`src/rtl/core/salru_pkg.sv`:
```
// Shared constants, types and helpers for the set-associative LRU cache lookup.
`timescale 1ns / 1ps

package salru_pkg;

	// Geometry limits
	localparam int MAX_SET_BITS = 6;
	localparam int MAX_WAYS     = 8;
	localparam int NUM_SETS     = 1 << MAX_SET_BITS;

	localparam int SET_IW  = (MAX_SET_BITS > 0) ? MAX_SET_BITS : 1;
	localparam int WAY_IW  = (MAX_WAYS > 1) ? $clog2(MAX_WAYS) : 1;
	localparam int RANK_W  = WAY_IW;
	localparam int SB_W    = (MAX_SET_BITS > 0) ? $clog2(MAX_SET_BITS + 1) : 1;

	// Field widths
	localparam int ADDR_W     = 64;
	localparam int TAG_W      = 64;
	localparam int SHIFT_W    = 7;
	localparam int WAY_OUT_W  = 3;
	localparam int CFG_IDX_W  = 2;
	localparam int CFG_DATA_W = 7;

	// Request queue between front and back end
	localparam int QUEUE_DEPTH = 2;

	// Configuration register indexes
	typedef enum logic [CFG_IDX_W-1:0] {
		CFG_SET_BITS     = 2'd0,
		CFG_WAY_BITS     = 2'd1,
		CFG_BLOCK_BITS   = 2'd2,
		CFG_ADDRESS_BITS = 2'd3
	} cfg_idx_t;

	typedef struct packed {
		logic [2:0] set_bits;
		logic [1:0] way_bits;
		logic [5:0] block_bits;
		logic [6:0] address_bits;
	} cfg_t;

	// Classified request handed from front to back end
	typedef struct packed {
		logic [SET_IW-1:0] set_idx;
		logic [TAG_W-1:0]  tag;
		logic              in_range;
	} req_t;

	// Per-way metadata, one row per set
	typedef struct packed {
		logic              vld;
		logic [RANK_W-1:0] rank;
	} meta_way_t;

	typedef meta_way_t [MAX_WAYS-1:0] meta_row_t;
	typedef logic [MAX_WAYS-1:0][TAG_W-1:0] tag_row_t;

	localparam int META_ROW_W = $bits(meta_row_t);
	localparam int TAG_ROW_W  = $bits(tag_row_t);

	// Ways in use for a given log2 way count, capped at MAX_WAYS
	function automatic logic [MAX_WAYS-1:0] active_mask(logic [1:0] wb);
		logic [MAX_WAYS-1:0] m;
		for (int w = 0; w < MAX_WAYS; w++) begin
			m[w] = (w < (32'd1 << wb));
		end
		return m;
	endfunction

endpackage

```
`src/rtl/core/salru_queue.sv`:
```
// Short request queue decoupling the front end from the back end.
`timescale 1ns / 1ps

module salru_queue (
	input  logic            clk,
	input  logic            arst_n,
	input  logic            push,
	input  salru_pkg::req_t push_data,
	output logic            full,
	input  logic            pop,
	output salru_pkg::req_t pop_data,
	output logic            empty
);

	import salru_pkg::*;

	localparam int PTR_W = (QUEUE_DEPTH > 1) ? $clog2(QUEUE_DEPTH) : 1;
	localparam int CNT_W = $clog2(QUEUE_DEPTH + 1);

	req_t             entry_q [QUEUE_DEPTH];
	logic [PTR_W-1:0] wr_ptr_q;
	logic [PTR_W-1:0] rd_ptr_q;
	logic [CNT_W-1:0] count_q;
	logic             do_push;
	logic             do_pop;

	assign full     = (count_q == CNT_W'(QUEUE_DEPTH));
	assign empty    = (count_q == '0);
	assign do_push  = push && !full;
	assign do_pop   = pop && !empty;
	assign pop_data = entry_q[rd_ptr_q];

	// Pointers and fill count
	always_ff @(posedge clk or negedge arst_n) begin
		if (!arst_n) begin
			wr_ptr_q <= '0;
			rd_ptr_q <= '0;
			count_q  <= '0;
		end else begin
			if (do_push) begin
				wr_ptr_q <= (wr_ptr_q == PTR_W'(QUEUE_DEPTH - 1)) ? '0 : wr_ptr_q + PTR_W'(1);
			end
			if (do_pop) begin
				rd_ptr_q <= (rd_ptr_q == PTR_W'(QUEUE_DEPTH - 1)) ? '0 : rd_ptr_q + PTR_W'(1);
			end
			if (do_push && !do_pop) begin
				count_q <= count_q + CNT_W'(1);
			end else if (do_pop && !do_push) begin
				count_q <= count_q - CNT_W'(1);
			end
		end
	end

	// Entry storage
	always_ff @(posedge clk) begin
		if (do_push) begin
			entry_q[wr_ptr_q] <= push_data;
		end
	end

endmodule

```
`config.mk`:
```
export PLATFORM = sky130hd
export DESIGN_NAME = salru_queue
export DESIGN_NICKNAME = d
export VERILOG_FILES = /design/src/rtl/core/salru_pkg.sv /design/src/rtl/core/salru_queue.sv
export SDC_FILE = /design/constraint.sdc
export NUM_CORES = 1
export LEC_CHECK = 0
export BUFFER_PORTS_ARGS = -buffer_cell sky130_fd_sc_hd__buf_4
export CAP_MARGIN = 20
export CORE_MARGIN = 2
export CORE_UTILIZATION = 56
export CTS_BUF_LIST = sky130_fd_sc_hd__clkbuf_16
export CTS_CLUSTER_SIZE = 10
export DETAILED_ROUTE_END_ITERATION = 7
export GPL_TIMING_DRIVEN = 0
export PLACE_DENSITY = 0.84
export SLEW_MARGIN = 10
export SYNTH_ARGS = -nofsm -noshare
export SYNTH_HDL_FRONTEND = slang
export SYNTH_SLANG_ARGS = --single-unit
```
`constraint.sdc`:
```
create_clock -name clk -period 8.9 [get_ports clk]
set_input_delay 2.225 -clock clk [delete_from_list [all_inputs] [get_ports clk]]
set_output_delay 2.225 -clock clk [all_outputs]
set_load 0.02 [all_outputs]
```
==> metrics.txt, run 1 <==
status finished, final reports clean; RSZ-0062 raised after global routing no; antenna-violating nets left 0; CP Max Fanout 10; combinational fraction of design power 38.9%; Max Cap Violations 0; clock power share ~25%; most frequent cells in the layout 147 x buf_4, 142 x edfxtp_1, 69 x mux2_4; Yosys cell types 15; total grt overflow 0; synthesized cell area approximately 5700 um2; filler cell count between 500 and 600; worst slew pin tran 770 ps; top cells by area, synth edfxtp_1 75%, mux2_4 18%, buf_12 2.5%; antenna cell count 0; final core area utilization 77.4%; routability-driven placement congestion ratio 0.655; Net Sw Power 0.000821 W; Power Density 357 nW/um2; Slew Limit Headroom 48.6%; min-delay src count_q[1]; startpoint types flip-flop; hold path depth 1; CTS root buf clkbuf_16; #FFs+latches synth approximately 150; Clock Path Buffers 2; share of post-route cells with drive strength above 1 around three fifths; top cell type's share of synthesized area 75.2%; first-pass GRT wire length 14800 um; hpwl dp 6590 um; Slowest-stage cell, CP dfrtp_1; Port Buf Inserts 147; number of global-route vias before repair 2959; Int Power 0.00189 W; post-cts gate resize count 0; Routed WL 9750 um; num rows 36; via/cell ratio approximately 5; total negative setup slack 0 ps; Iteration-0 DRC Markers between 100 and 150; Place WS 5020 ps; final setup vio count 0; Hold Path End count_q[1]; overall power between 0.002 and 0.003 W; area occupied by multi-input gates 1160 um2; wire per inst 17.6 um; Worst Reg-to-Reg Cells 5; CTS sink cnt 146; die boundary width 105 um; post-layout min period 3830 ps; worst r2r src count_q[0]; Core Box Area between 9000 and 10000 um2; postcts setup bufs 0; Sw Share 30.3%; cts hold-fix bufs 0; crit path kind flip-flop to output port; Hold WC Path Type flip-flop to flip-flop; R2R Setup Slk between 6000 and 7000 ps; flip-flop and latch area 4360 um2; sequential fraction of design power roughly 36%; # IOs 148; Final nets 485; CTS tree built; commonest non-fill, non-tap cell in the layout buf_4; YS warnings 0; die height 105 um; CP arrival 1610 ps; Slew Limit Fails 0; Initial Util 57.7%; Synth-to-Final Area Change 34.0%; Layout Skew about 6.0 ps; Synth area leader edfxtp_1; period utilisation layout approximately 43%; Largest stage delay, worst path 340 ps; Via Count 2779; initial antenna violation count 0; residual DRC count 0; number of CTS-inserted buffers 17; DR pass1 iterations 4; f_max 0.261 GHz; largest net degree at the start of global routing 48; leakage power of the design 3.09 nW; Die Footprint approximately 11000 um2; Clock Pin Slew Worst Setup and Hold Paths ~60 ps; Synth Net Count 316; CP top delay family buffers and inverters; Mean Syn Cell Area 23.6 um2; Buf/Inv on CP 3; Reg-to-Reg End entry_q[0][56]; CP Cell Sequence buf_6, buf_12, mux2_4, buf_4; synthesized netlist cell count 240; Req. time, crit path between 6000 and 7000 ps; final setup margin roughly 5000 ps; GRT Total Usage between 15 and 20%; clock insertion delay at the later pin of the skew report 410 ps; final hold vios 0; peak supply drop 0.000261 V; crit end category output port; H-tree levels 4; register area share after synthesis between 70% and 80%
[logic make-up after synthesis]
group	Yosys count	share of synthesized area [%]
adder cells (fa/ha/maj)	1	0.221
AND/OR/NAND/NOR	6	0.486
flip-flops	146	77.0
multiplexers	71	18.7
XOR/XNOR	5	0.772
AO/OA/AOI/OAI	1	0.0882
buffers and inverters	10	2.80
[cell type report]
| cell class | instances | area share, % |
|---|---|---|
| inverter | 2 | 0.0988 |
| clock inverter | 15 | 1.89 |
| timing repair buffer | 150 | 15.5 |
| buffer | 8 | 1.99 |
| tap | 133 | 2.19 |
| sequential | 146 | 57.4 |
| clock buffer | 17 | 5.60 |
| multi-input combinational | 84 | 15.3 |
[how the worst max path moves through the flow]
stage | start | end | slack, ps | depth (start not counted)
finish | rd_ptr_q | pop_data[30] | 5070 | 4
global route | rd_ptr_q | pop_data[42] | 5020 | 4
global placement | push | entry_q[0][52] | 1480 | 3
CTS | rd_ptr_q | pop_data[21] | 5040 | 4
detailed placement | push | entry_q[0][65] | 5020 | 5
floorplan | push | entry_q[0][0] | 3120 | 2
[power groups by stage]
stage / combinational, W / sequential (W) / clock, W
3_3_place_gp: 0.00102 / 0.00101 / 0
5_1_grt: 0.00111 / 0.000998 / 0.000708
2_1_floorplan: 0.000707 / 0.000999 / 0
3_5_place_dp: 0.00107 / 0.00100 / 0
4_1_cts: 0.00107 / 0.000987 / 0.000682
6_report: 0.00106 / 0.000985 / 0.000672
[cell usage after synthesis]
master / count
and3_1: 1
xor2_1: 2
ha_1: 1
buf_6: 1
o21ai_1: 1
edfxtp_1: 142
mux2_2: 2
nand2b_1: 1
xnor2_1: 3
buf_12: 7
nor2_1: 3
inv_1: 2
dfrtp_1: 4
nand2_1: 1
mux2_4: 69
[per-layer routing]
metal  vias to the layer above  wire [um]  track usage [%]
met5                         -          0                0
met4                         0        172             8.00
met3                        16        674             7.30
met2                       101       5340             32.5
met1                      1371       3560             19.3
li1                       1291          -                -
[registers in the layout (all words and copies together), names as in the netlist]
name	flops
wr_ptr_q	1
rd_ptr_q	1
entry_q	142
count_q	2
[stage by stage]
stage | std cells | area, um2 | hold slack (ps)
after global placement | 520 | 6940 | 476
after CTS | 555 | 7600 | 531
after detailed placement | 523 | 7030 | 518
after floorplan | 240 | 5670 | 461
after global routing | 555 | 7600 | 546
final | 555 | 7600 | 537
Power figures use the tool's default switching activity.
==> run 2, diff against run 1 <==
--- a/config.mk
+++ b/config.mk
@@ -5,15 +5,16 @@
 export SDC_FILE = /design/constraint.sdc
 export NUM_CORES = 1
 export LEC_CHECK = 0
+export ABC_AREA = 1
 export BUFFER_PORTS_ARGS = -buffer_cell sky130_fd_sc_hd__buf_4
 export CAP_MARGIN = 20
 export CORE_MARGIN = 2
-export CORE_UTILIZATION = 56
+export CORE_UTILIZATION = 53
 export CTS_BUF_LIST = sky130_fd_sc_hd__clkbuf_16
 export CTS_CLUSTER_SIZE = 10
 export DETAILED_ROUTE_END_ITERATION = 7
 export GPL_TIMING_DRIVEN = 0
-export PLACE_DENSITY = 0.84
+export PLACE_DENSITY = 0.79
 export SLEW_MARGIN = 10
 export SYNTH_ARGS = -nofsm -noshare
 export SYNTH_HDL_FRONTEND = slang
==> constraint.sdc (replaced) <==
create_clock -name clk -period 3.6 [get_ports clk]
set_input_delay 0.9 -clock clk [delete_from_list [all_inputs] [get_ports clk]]
set_output_delay 0.9 -clock clk [all_outputs]
set_load 0.02 [all_outputs]
==> run 2 against run 1 <==
Design area up 5.6%. Synthesized area grew 6.3%. Worst setup slack worse by 3900 ps. Clock power rose to 2.8 times the previous value. Power grew to 2.7 times the previous value. Clock-buffer cell count unchanged. Clock skew fell by 1.3 ps. Combinational power rose to 2.8 times the previous value. Sequential cell count unchanged.
==> metrics.txt, run 2 <==
worst slew pin tran 482 ps; post-synthesis simple-gate area fraction 23.3%; mux contribution to synthesized area 0%; total negative setup slack 0 ps; leakage power of the design 3.54 nW; count leader, synth nand2_1; worst r2r src count_q[0]; Final nets roughly 650; main combinational cell family by area after synthesis simple AND/OR/NAND/NOR gates; hpwl dp 7540 um; GRT Total Usage 18.7%; Clock Path Buffers 2; area share of fa/ha/maj cells after synthesis 0.208%; Post-synth ARST share between 2 and 3%; postcts setup bufs 0; Layout Skew around 4.7 ps; RSZ-0062 raised after global routing no; Regs by FF count entry_q: 142 flops, count_q: 2 flops; period utilisation layout just under 70%; YS warnings 0; top cell type's share of synthesized area between 70 and 80%; number of CTS-inserted buffers 17; max reg flops 142; Initial Util 54.9%; CP Max Fanout 10; share of post-route cells with drive strength above 1 46.4%; Mean Syn Cell Area 15.0 um2; crit path kind flip-flop to output port; Max Cap Violations 0; synthesized cell area 6030 um2; commonest non-fill, non-tap cell in the layout nand2_1; CTS root buf clkbuf_16; final setup vio count 0; Clock Pin Slew Worst Setup and Hold Paths 60 ps; final hold vios 0; Post-DP Area 7390 um2; crit end category output port; first-pass GRT wire length ~18000 um; Via Count 3439; Slew Limit Headroom 67.8%; Routed WL 11100 um; startpoint types flip-flop; CTS sink cnt 146; fin area 8030 um2; antenna cell count 0; post-layout min period 2460 ps; #FFs+latches synth 146; Synth-to-Final Area Change 33.1%; routability-driven placement congestion ratio 0.771; filler cell count 697; most frequent cells in the layout 152 x nand2_1, 148 x buf_4, 142 x edfxtp_1; Slew Limit Fails 0; residual DRC count 0; primary flip-flop cell chosen by synthesis mapping edfxtp_1; Core Box Area 11000 um2; Largest Register entry_q; peak supply drop 0.000635 V; clock insertion delay at the later pin of the skew report 410 ps; Die Footprint 12200 um2; Synth Area in Compound Gates less than 1%; Synth area leader edfxtp_1; num rows 38; Req. time, crit path around 2700 ps; number of synthesized flops with an enable pin 142; CP arrival 1560 ps; critical path launch point rd_ptr_q; # IOs 148; initial antenna violation count 0; Hold WC Path Type input pin to async pin; die height 111 um; f_max between 0.4 and 0.5 GHz; Port Buf Inserts 147; status finished, final reports clean; Post-Synth XOR/XNOR Area 0.145%; top cells by area, synth edfxtp_1 71%, nand2_4 13%, nand2_1 9.5%; post-cts gate resize count 0; Yosys cell types 20; Power Density 914 nW/um2; wire per inst 15.3 um; DR pass1 iterations 6; Synth Net Count 478; antenna-violating nets left 0; number of global-route vias before repair approximately 3600; die boundary width 111 um; register area share after synthesis 72.4%; Post-synth top cells 152 x nand2_1, 142 x edfxtp_1, 70 x nand2_4, 7 x buf_12; Iteration-0 DRC Markers 154; H-tree levels 4; synthesized netlist cell count about 400; cts hold-fix bufs 0; CTS tree built; total grt overflow 0; largest net degree at the start of global routing 60; via/cell ratio about 4.8
## run 2: per-layer routing
metal	vias up	track usage (%)	part of all wire [%]
met5	-	0	0
met4	0	8.00	1.8
met3	16	6.51	6.1
met2	115	32.6	53
li1	1696	-	-
met1	1612	20.9	39
## run 2: critical path, stage by stage, from the launching register on
cell     delay (ps)
dfrtp_1         390
buf_6           170
inv_12          120
buf_12          180
nand2_4          50
nand2_1          70
buf_4           150
## run 2: where the power goes
| group | switching, W | internal [W] |
|---|---|---|
| clock | 0.000648 | 0.00122 |
| combinational | 0.00179 | 0.00117 |
| sequential | 0.000182 | 0.00233 |
## run 2: area by class of cell
cell class                 instances  area [um2]  share of cell area [%]
clock buffer                      17         425                    5.30
tap                              140         175                    2.18
timing repair buffer             150        1170                    14.6
buffer                            15         189                    2.35
sequential                       146        4360                    54.4
inverter                           8        45.0                   0.561
multi-input combinational        233        1440                    18.0
clock inverter                    15         215                    2.68
## run 2: logic make-up (layout without fill, tap and decap cells)
logic type | count (synthesis) | count (layout)
xor gates and xnor gates | 1 | 1
AOI/OAI and AO/OA | 2 | 2
and+or+nand+nor | 229 | 229
DFF | 146 | 146
adders and majority gates | 1 | 1
buffers and inverters | 23 | 205
## run 2: final timing paths
path                                  endpoint  slack (ps)  cells past startpoint
max in group asynchronous           count_q[1]        3220                      1
worst min-delay path                  wr_ptr_q         280                      1
worst max-delay path              pop_data[43]        1140                      6
worst min register to register        wr_ptr_q         500                      2
min in group clk                      wr_ptr_q         500                      2
worst max register to register  entry_q[1][19]        1720                      4
## run 2: per-stage QoR
step / setup slack [ps] / hold slack [ps] / power [W] / utilization [%] / std cells
final: 1140 / 279 / 0.00733 / 73.1 / 724
after global routing: 1060 / 262 / 0.00769 / 73.1 / 724
after CTS: 1110 / 264 / 0.00742 / 73.1 / 724
after detailed placement: 1220 / 492 / 0.00553 / 67.2 / 692
after global placement: -711 / 461 / 0.00544 / 66.6 / 689
after floorplan: 346 / 449 / 0.00442 / - / 402
