### config.mk
export PLATFORM = sky130hd
export DESIGN_NAME = salru_front
export DESIGN_NICKNAME = d
export VERILOG_FILES = /design/src/rtl/core/salru_pkg.sv /design/src/rtl/core/salru_front.sv
export SDC_FILE = /design/constraint.sdc
export NUM_CORES = 1
export LEC_CHECK = 0
export ABC_CLOCK_PERIOD_IN_PS = 6500
export BUFFER_PORTS_ARGS = -buffer_cell sky130_fd_sc_hd__buf_2
export CELL_PAD_IN_SITES_DETAIL_PLACEMENT = 1
export CELL_PAD_IN_SITES_GLOBAL_PLACEMENT = 1
export CORE_ASPECT_RATIO = 1.75
export CORE_MARGIN = 1.5
export CORE_UTILIZATION = 50
export DETAILED_ROUTE_END_ITERATION = 10
export PLACE_DENSITY = 0.95
export RECOVER_POWER = 100
export SYNTH_ARGS = -nofsm -noshare
export SYNTH_HDL_FRONTEND = slang
export SYNTH_SLANG_ARGS = --single-unit
### constraint.sdc
create_clock -name clk -period 6.5 [get_ports clk]
set_clock_uncertainty 0.15 [all_clocks]
set_input_delay 0.975 -clock clk [delete_from_list [all_inputs] [get_ports clk]]
set_output_delay 0.975 -clock clk [all_outputs]
set_load 0.03 [all_outputs]
### src/rtl/core/salru_pkg.sv
// Shared constants, types and helpers for the set-associative LRU cache lookup.
`timescale 1ns / 1ps

package salru_pkg;

	// Geometry limits
	localparam int MAX_SET_BITS = 6;
	localparam int MAX_WAYS     = 8;
	localparam int NUM_SETS     = 1 << MAX_SET_BITS;

	localparam int SET_IW  = (MAX_SET_BITS > 0) ? MAX_SET_BITS : 1;
	localparam int WAY_IW  = (MAX_WAYS > 1) ? $clog2(MAX_WAYS) : 1;
	localparam int RANK_W  = WAY_IW;
	localparam int SB_W    = (MAX_SET_BITS > 0) ? $clog2(MAX_SET_BITS + 1) : 1;

	// Field widths
	localparam int ADDR_W     = 64;
	localparam int TAG_W      = 64;
	localparam int SHIFT_W    = 7;
	localparam int WAY_OUT_W  = 3;
	localparam int CFG_IDX_W  = 2;
	localparam int CFG_DATA_W = 7;

	// Request queue between front and back end
	localparam int QUEUE_DEPTH = 2;

	// Configuration register indexes
	typedef enum logic [CFG_IDX_W-1:0] {
		CFG_SET_BITS     = 2'd0,
		CFG_WAY_BITS     = 2'd1,
		CFG_BLOCK_BITS   = 2'd2,
		CFG_ADDRESS_BITS = 2'd3
	} cfg_idx_t;

	typedef struct packed {
		logic [2:0] set_bits;
		logic [1:0] way_bits;
		logic [5:0] block_bits;
		logic [6:0] address_bits;
	} cfg_t;

	// Classified request handed from front to back end
	typedef struct packed {
		logic [SET_IW-1:0] set_idx;
		logic [TAG_W-1:0]  tag;
		logic              in_range;
	} req_t;

	// Per-way metadata, one row per set
	typedef struct packed {
		logic              vld;
		logic [RANK_W-1:0] rank;
	} meta_way_t;

	typedef meta_way_t [MAX_WAYS-1:0] meta_row_t;
	typedef logic [MAX_WAYS-1:0][TAG_W-1:0] tag_row_t;

	localparam int META_ROW_W = $bits(meta_row_t);
	localparam int TAG_ROW_W  = $bits(tag_row_t);

	// Ways in use for a given log2 way count, capped at MAX_WAYS
	function automatic logic [MAX_WAYS-1:0] active_mask(logic [1:0] wb);
		logic [MAX_WAYS-1:0] m;
		for (int w = 0; w < MAX_WAYS; w++) begin
			m[w] = (w < (32'd1 << wb));
		end
		return m;
	endfunction

endpackage

### src/rtl/core/salru_front.sv
// Front end: takes addresses, range-checks them and splits them into set and tag.
`timescale 1ns / 1ps

module salru_front (
	input  logic                            clk,
	input  logic                            arst_n,
	input  logic                            start,
	input  logic [salru_pkg::ADDR_W-1:0]    address,
	input  salru_pkg::cfg_t                 cfg,
	output logic                            busy,
	output logic                            q_push,
	output salru_pkg::req_t                 q_data,
	input  logic                            q_full
);

	import salru_pkg::*;

	logic              valid_s1;
	logic [ADDR_W-1:0] addr_s1;
	logic [SB_W-1:0]   sb;
	logic [SET_IW-1:0] set_mask;
	logic [SHIFT_W-1:0] tag_shift;
	logic              take;

	// Hold off new transactions only while the staged one cannot move on
	assign busy   = valid_s1 && q_full;
	assign take   = start && !busy;
	assign q_push = valid_s1 && !q_full;

	// Input stage
	always_ff @(posedge clk or negedge arst_n) begin
		if (!arst_n) begin
			valid_s1 <= 1'b0;
		end else if (take) begin
			valid_s1 <= 1'b1;
		end else if (q_push) begin
			valid_s1 <= 1'b0;
		end
	end

	always_ff @(posedge clk) begin
		if (take) begin
			addr_s1 <= address;
		end
	end

	// Set bits saturate at the implemented maximum
	always_comb begin
		if (int'(cfg.set_bits) > MAX_SET_BITS) begin
			sb = SB_W'(MAX_SET_BITS);
		end else begin
			sb = SB_W'(cfg.set_bits);
		end
		for (int i = 0; i < SET_IW; i++) begin
			set_mask[i] = (i < int'(sb));
		end
	end

	// Classification; shifts of 64 or more yield zero
	always_comb begin
		tag_shift       = SHIFT_W'(sb) + SHIFT_W'(cfg.block_bits);
		q_data.in_range = ((addr_s1 >> cfg.address_bits) == '0);
		q_data.set_idx  = SET_IW'(addr_s1 >> cfg.block_bits) & set_mask;
		if (tag_shift >= SHIFT_W'(ADDR_W)) begin
			q_data.tag = '0;
		end else begin
			q_data.tag = addr_s1 >> tag_shift;
		end
	end

endmodule

==> results of run 1 <==
metal layers:
metal  vias up  global-route usage
met5         -                   0
met2       777               0.608
met3       260              0.0705
met4         0               0.296
met1      5434               0.410
li1       4693                   -
final timing paths:
check                      slack (ns)           to
setup / recovery                 0.19   q_data[10]
hold / removal                   0.24     valid_s1
setup reg to reg                 2.81  addr_s1[63]
hold reg to reg                  0.59     valid_s1
max in group asynchronous        5.88     valid_s1
min in group clk                 0.59     valid_s1
cell families after synthesis:
family                     Yosys count
muxes                              384
AOI/OAI and AO/OA                  263
adders and majority gates            4
buffers and inverters              170
xor gates and xnor gates             7
DFF                                 65
and+or+nand+nor                    279
power groups by stage:
stage / Sequential [mW] / Clock, mW / Combinational [mW]
CTS: 0.562 / 0.451 / 1.52
global placement: 0.562 / 0 / 1.46
finish: 0.569 / 0.434 / 1.55
detailed placement: 0.570 / 0 / 1.52
global route: 0.572 / 0.464 / 1.64
floorplan: 0.512 / 0 / 1.14
state kept, by name, indices dropped and copies added (netlist names):
| register | count |
|---|---|
| addr_s1 | 64 |
| valid_s1 | 1 |
worst reg2reg max path: cells and delay by family (launching register included):
kind                   cells  cell delay (ns)
buffers and inverters      1             2.34
DFF                        1             0.37
and+or+nand+nor            2             0.33
metrics by stage:
| stage | utilization | instance area [sq um] | hold WS, ns | worst slack (ns) | total power [mW] |
|---|---|---|---|---|---|
| final | 0.550 | 12200 | 0.242 | 0.187 | 2.55 |
| after global routing | 0.549 | 12200 | 0.226 | 0.119 | 2.68 |
| after CTS | 0.553 | 12300 | 0.219 | 0.596 | 2.54 |
| after detailed placement | 0.541 | 12000 | 0.531 | 0.593 | 2.09 |
| after global placement | 0.541 | 12000 | 0.510 | 0.815 | 2.02 |
| after floorplan | - | 11300 | 0.529 | 1.03 | 1.66 |
synthesized netlist by cell type, types with 19 or more instances:
master and count:
nand2_1 77, o21ai_0 22, mux4_2 97, and2_1 20, nor2_1 75, clkbuf_1 87
a21oi_1 63, edfxtp_1 64, mux2i_1 257, buf_2 27, nand3_1 23, buf_1 19
o22ai_1 30, a211oi_1 34
cell type report:
class                      instances  area (sq um)  share of cell area
inverter                          17          63.8             0.00524
clock inverter                     6          35.0             0.00288
multi-input combinational        937          8570               0.703
sequential                        65          1950               0.160
antenna                            1          2.50            0.000205
clock buffer                      10           229              0.0188
tap                              296           370              0.0304
timing repair buffer             181           965              0.0792
==> impl_results.md, run 1 <==
* Worst-Margin Slew at 3.34 ns
* Gr usage total at 0.370
* Final Hold Vio Count at 0
* Share of the synthesized area in the top cell type at 0.228
* R2r worst-path depth at 3
* Buffers & Inverters on Critical Path at 4
* Slew HR at -1.23
* Via count at 11200
* Hold Crit Class: primary input to asynchronous set/reset pin
* DP Cell Count at ~1500
* Netlist Area Pre-Place at 11300 sq um
* Largest buffer count on any clock path at 2
* H-Tree Depth at 3
* Worst VDD drop at 0.189 mV
* Ports at between 150 and 200
* DRC viols at 0
* Largest net degree at the start of global routing at 65
* Grt ovf at 0
* Number of DRC markers in iteration 0 at between 1000 and 1500
* Total negative slack at 0 ns
* Core area at 22200 sq um
* Post-CTS Setup Repair Bufs at 0
* Overall die height at 202 um
* Area Overhead vs Synth at 8.02%
* Highest routed layer: met4
* Combinational Power Share at 0.607
* Leading area contributor after synthesis: mux2i_1
* Number of global-route vias before repair at between 10000 and 15000
* Worst path required time at 5.37 ns
* Port Buffer Count at 156
* Yosys warns at 0
* FF+latch count, synth at 65
* Fraction of layout cells with a size suffix above 1 at 0.225
* M1 WL at 14300 um
* CP Max Fanout at 42
* Worst-path clk slew at 0.05 ns
* Non-Filler Instances at 1513
* Main combinational cell family by area after synthesis: multiplexers
* Crit start category: primary input
* Die width at 117 um
* Internal at 1.31 mW
* Ys flop type: edfxtp_1
* Syn_nets at 1262
* Initial antenna violation count at 0
* Fin. max-slew vios at 65
* Dpl hpwl at 31900 um
* Pleak at 4.82 nW
* Crit path launch: cfg[17]
* GPL Wtd Cong at 1.01
* Clock sink count at 65
* Crit path DAT at 5.19 ns
* Largest delay share family, worst path: compound AO/OA/AOI/OAI gates
* Number of iterations in the first detailed-routing pass at 5
* Post-synth ARST share at 0.0154
* Adder-Cell Fraction of Synth Area at 0.00511
* Clk pwr share at 0.170
* Unrepaired setup endpoints after global routing: false
* Post-synthesis cell type count at between 80 and 90
* CP Cell Sequence: buf_2, a21boi_1, ha_1, inv_1, fa_2, buf_12, mux4_2, mux2i_1, and2_1, a211oi_1, a21oi_1, o22ai_1, clkbuf_1
* PostCTS Resize Cnt at 0
* Slowest CP cell: a211oi_1
* Fill cell total of the finished layout at 2601
* Ranking of synthesized cells by area: mux2i_1, mux4_2, edfxtp_1
* P per Cell Area at 210 nW/um^2
* Fmax at ~160 MHz
* Row count at around 70
* Global-route wire length before repair at 65400 um
* CTS tree: done
* Clk_lat worst skew at 0.34 ns
* Most common cell after layout, fill and taps aside: mux2i_1
* Failing checks: max-capacitance violations, max-slew violations
* Final WL at 42500 um
* Met3 wire len at between 3000 and 4000 um
* XOR/XNOR Fraction of Synth Area at 0.00544
* Root Driver: clkbuf_16
* Sw frac at 0.488
* CTS Buf Count at 9
* Synth Area in Compound Gates at 0.162
* CTS Hold Buffers Added at 0
* Tcrit/Tclk final at 0.971
* Synthesized area per cell at 9.62 sq um
* Post-Synth Simple-Gate Area at 0.120
* Routed length on met2 at 20900 um
* Sequential share of the synthesized area at 0.173
* ANT nets after route at 0
* Final min period at 6.31 ns
* Commonest non-fill, non-tap cells in the layout: mux2i_1, mux4_2, buf_2, nand2_1, nor2_1
* Outcome: finished with violations
* Multiplexer share of the synthesized area at 0.461
* Max_cap viols at 1
* Gate Count Post-Synth at 1172
* Drt via density at approximately 7.4
* Critical path class: primary input to output port
* Worst path depth at 13
* Max stage delay on crit path at 0.91 ns
* Reg2reg start: valid_s1
* Reg power frac at 0.223
* Setup crit end kind: output port
* Wire per inst at roughly 28 um
* Initial Util at 0.509
* P_sw at 1.25 mW
* Final setup vio count at 0
* Final nets at 1301
* Die footprint at 23500 sq um
* Count of flip-flops with a built-in enable after synthesis at 64
Note: power is estimated with default switching activity, not from simulation.
==> inputs of run 2 (changes only) <==
Settings changed: ABC_CLOCK_PERIOD_IN_PS 6500 to 7500, RECOVER_POWER 100 to default.
Clock period 6.5 ns to 7.5 ns, I/O delays scaled along.
==> impl_results.md, run 2 (synthesis gave the netlist of run 1 again) <==
* Outcome: finished, final reports clean
* Setup crit end kind: output port
* Number of global-route vias before repair at 11400 (+1.4%)
* Fin. max-slew vios at 0 (-100%)
* Wire per inst at 27.2 um (-3.2%)
* Initial Util at 0.509 (unchanged)
* Commonest non-fill, non-tap cells in the layout: mux2i_1, buf_2, mux4_2, nand2_1, nor2_1
* Largest register by flop count: addr_s1
* Reg power frac at 0.216 (-0.007)
* Die footprint at 23500 sq um (unchanged)
* Reg2reg start: valid_s1
* R2R setup slack at 5.67 ns (+2.86 ns)
* Gr usage total at 0.359 (-0.0115)
* Total negative slack at 0 ns (unchanged)
* Tightest hold margin at 0.394 ns (+0.152 ns)
* Die width at 117 um (unchanged)
* Root Driver: clkbuf_16
* Via count at 11000 (-1.8%)
* Drt via density at 7.25 (-1.7%)
* Largest buffer count on any clock path at 2 (unchanged)
* Port Buffer Count at 156 (unchanged)
* Post-CTS Setup Repair Bufs at 0 (unchanged)
* CTS tree: done
* Worst-Margin Slew at 1.39 ns (-1.95 ns)
* Reg-to-Reg End: addr_s1[60]
* Slew HR at 0.0614 (+1.29)
* P_sw at 1.08 mW (-14%)
* Ports at 159 (unchanged)
* DRC viols at 0 (unchanged)
* Worst VDD drop at 0.199 mV (+4.9%)
* Number of iterations in the first detailed-routing pass at 5 (unchanged)
* Combinational Power Share at 0.593 (-0.014)
* Area Overhead vs Synth at 8.51%
* Overall die height at 202 um (unchanged)
* GPL Wtd Cong at 1.04 (+2.3%)
* Fraction of layout cells with a size suffix above 1 at 0.276 (+0.0506)
* DP Worst Slack at 1.24 ns (+0.643 ns)
* Final core utilization at 0.552 (+0.00249)
* R2r worst-path depth at 3 (unchanged)
* Final WL at 41200 um (-3.2%)
* Global-route wire length before repair at 64100 um (-2.0%)
* ANT nets after route at 0 (unchanged)
* Top Registers: addr_s1 x64, valid_s1 x1
* Internal at 1.19 mW (-9.2%)
* Largest net degree at the start of global routing at 70 (+7.7%)
* H-Tree Depth at 3 (unchanged)
* Core area at 22200 sq um (unchanged)
* Crit path DAT at 5.42 ns (+0.23 ns)
* Unrepaired setup endpoints after global routing: false
* Worst path required time at 6.22 ns (+0.85 ns)
* Final setup margin at 0.806 ns (+0.618 ns)
* Clk pwr share at 0.191 (+0.021)
* Worst-path clk slew at 0.06 ns (about the same)
* Most common cell after layout, fill and taps aside: mux2i_1
* Hold Crit Class: primary input to asynchronous set/reset pin
* Clock sink count at 65 (unchanged)
* Dpl hpwl at 31300 um (-1.7%)
* CTS Buf Count at 9 (unchanged)
* Max reg flops at 64 (unchanged)
* Final setup vio count at 0 (unchanged)
* Final nets at 1299 (-0.15%)
* Pleak at 5.03 nW (+4.4%)
* Fill cell total of the finished layout at 2527 (-2.8%)
* Final min period at 6.69 ns
* Crit start category: primary input
* Sw frac at 0.475 (-0.0125)
* Final Hold Vio Count at 0 (unchanged)
* Crit path launch: cfg[17]
* CTS Hold Buffers Added at 0 (unchanged)
* Fmax at 149 MHz
* Row count at 72 (unchanged)
* P per Cell Area at 185 nW/um^2 (-12%)
* Critical path class: primary input to output port
* PostCTS Resize Cnt at 0 (unchanged)
* Grt ovf at 0 (unchanged)
* Initial antenna violation count at 1 (+1)
* Clk_lat worst skew at 0.34 ns (about the same)
* Tcrit/Tclk final at 0.893
* Max_cap viols at 0 (-1)
* CP Max Fanout at 37 (-12%)
* Number of DRC markers in iteration 0 at 1210 (-7.0%)
==> run 2: cell count changes in the layout (fill, tap and decap cells not counted), sizes merged <==
cell	before	now
buf	117	179
diode	1	2
inv	15	19
clkinv	7	2
bufinv	0	1
clkinvlp	1	2
clkbuf	74	9
==> run 2: worst max path at each step <==
stage                       endpoint  slack, ns
after floorplan           q_data[21]       1.73
after global placement    q_data[26]       1.45
after detailed placement  q_data[26]       1.24
after CTS                 q_data[26]       1.24
after global routing      q_data[10]       0.67
final                     q_data[10]       0.81
==> run 2: final cells by class <==
class                   instances  area (sq um)  share of cell area
repair buffers                179           971              0.0794
diodes                          2          5.00            0.000409
inverters                      17          63.8             0.00522
flip-flops and latches         65          1950               0.159
multi-input cells             937          8570               0.700
clock inverters                 7          85.1             0.00696
clock buffers                   9           225              0.0184
well taps                     296           370              0.0303
==> run 2: critical path, stage by stage <==
cell and delay, ns:
buf_2 0.18, a21boi_1 0.40, ha_1 0.25, inv_1 0.06, fa_2 0.74, buf_4 0.52, mux4_2 0.34, mux2i_1 0.10
and2_1 0.19, a211oi_1 0.95, a21oi_1 0.10, o22ai_1 0.19, buf_2 0.23
==> run 2: power groups by stage <==
stage / clock network [mW] / logic (mW) / registers (mW)
floorplan: 0 / 0.992 / 0.443
CTS: 0.445 / 1.31 / 0.485
finish: 0.432 / 1.34 / 0.489
global route: 0.459 / 1.42 / 0.491
global placement: 0 / 1.26 / 0.487
detailed placement: 0 / 1.31 / 0.493
==> run 2: layer usage <==
| metal | global-route usage | vias to the layer above | wire [um] |
|---|---|---|---|
| met5 | 0 | - | 0 |
| met4 | 0.306 | 0 | 3890 |
| met3 | 0.0702 | 241 | 3060 |
| met2 | 0.599 | 733 | 20600 |
| met1 | 0.378 | 5313 | 13600 |
| li1 | - | 4681 | - |
==> run 2: stage by stage <==
step	cells	total power [mW]	cell area, sq um
3_5_place_dp	1494	1.80	11900
6_report	1512	2.26	12200
5_1_grt	1511	2.37	12200
4_1_cts	1510	2.24	12200
2_1_floorplan	1172	1.44	11300
3_3_place_gp	1494	1.74	11900
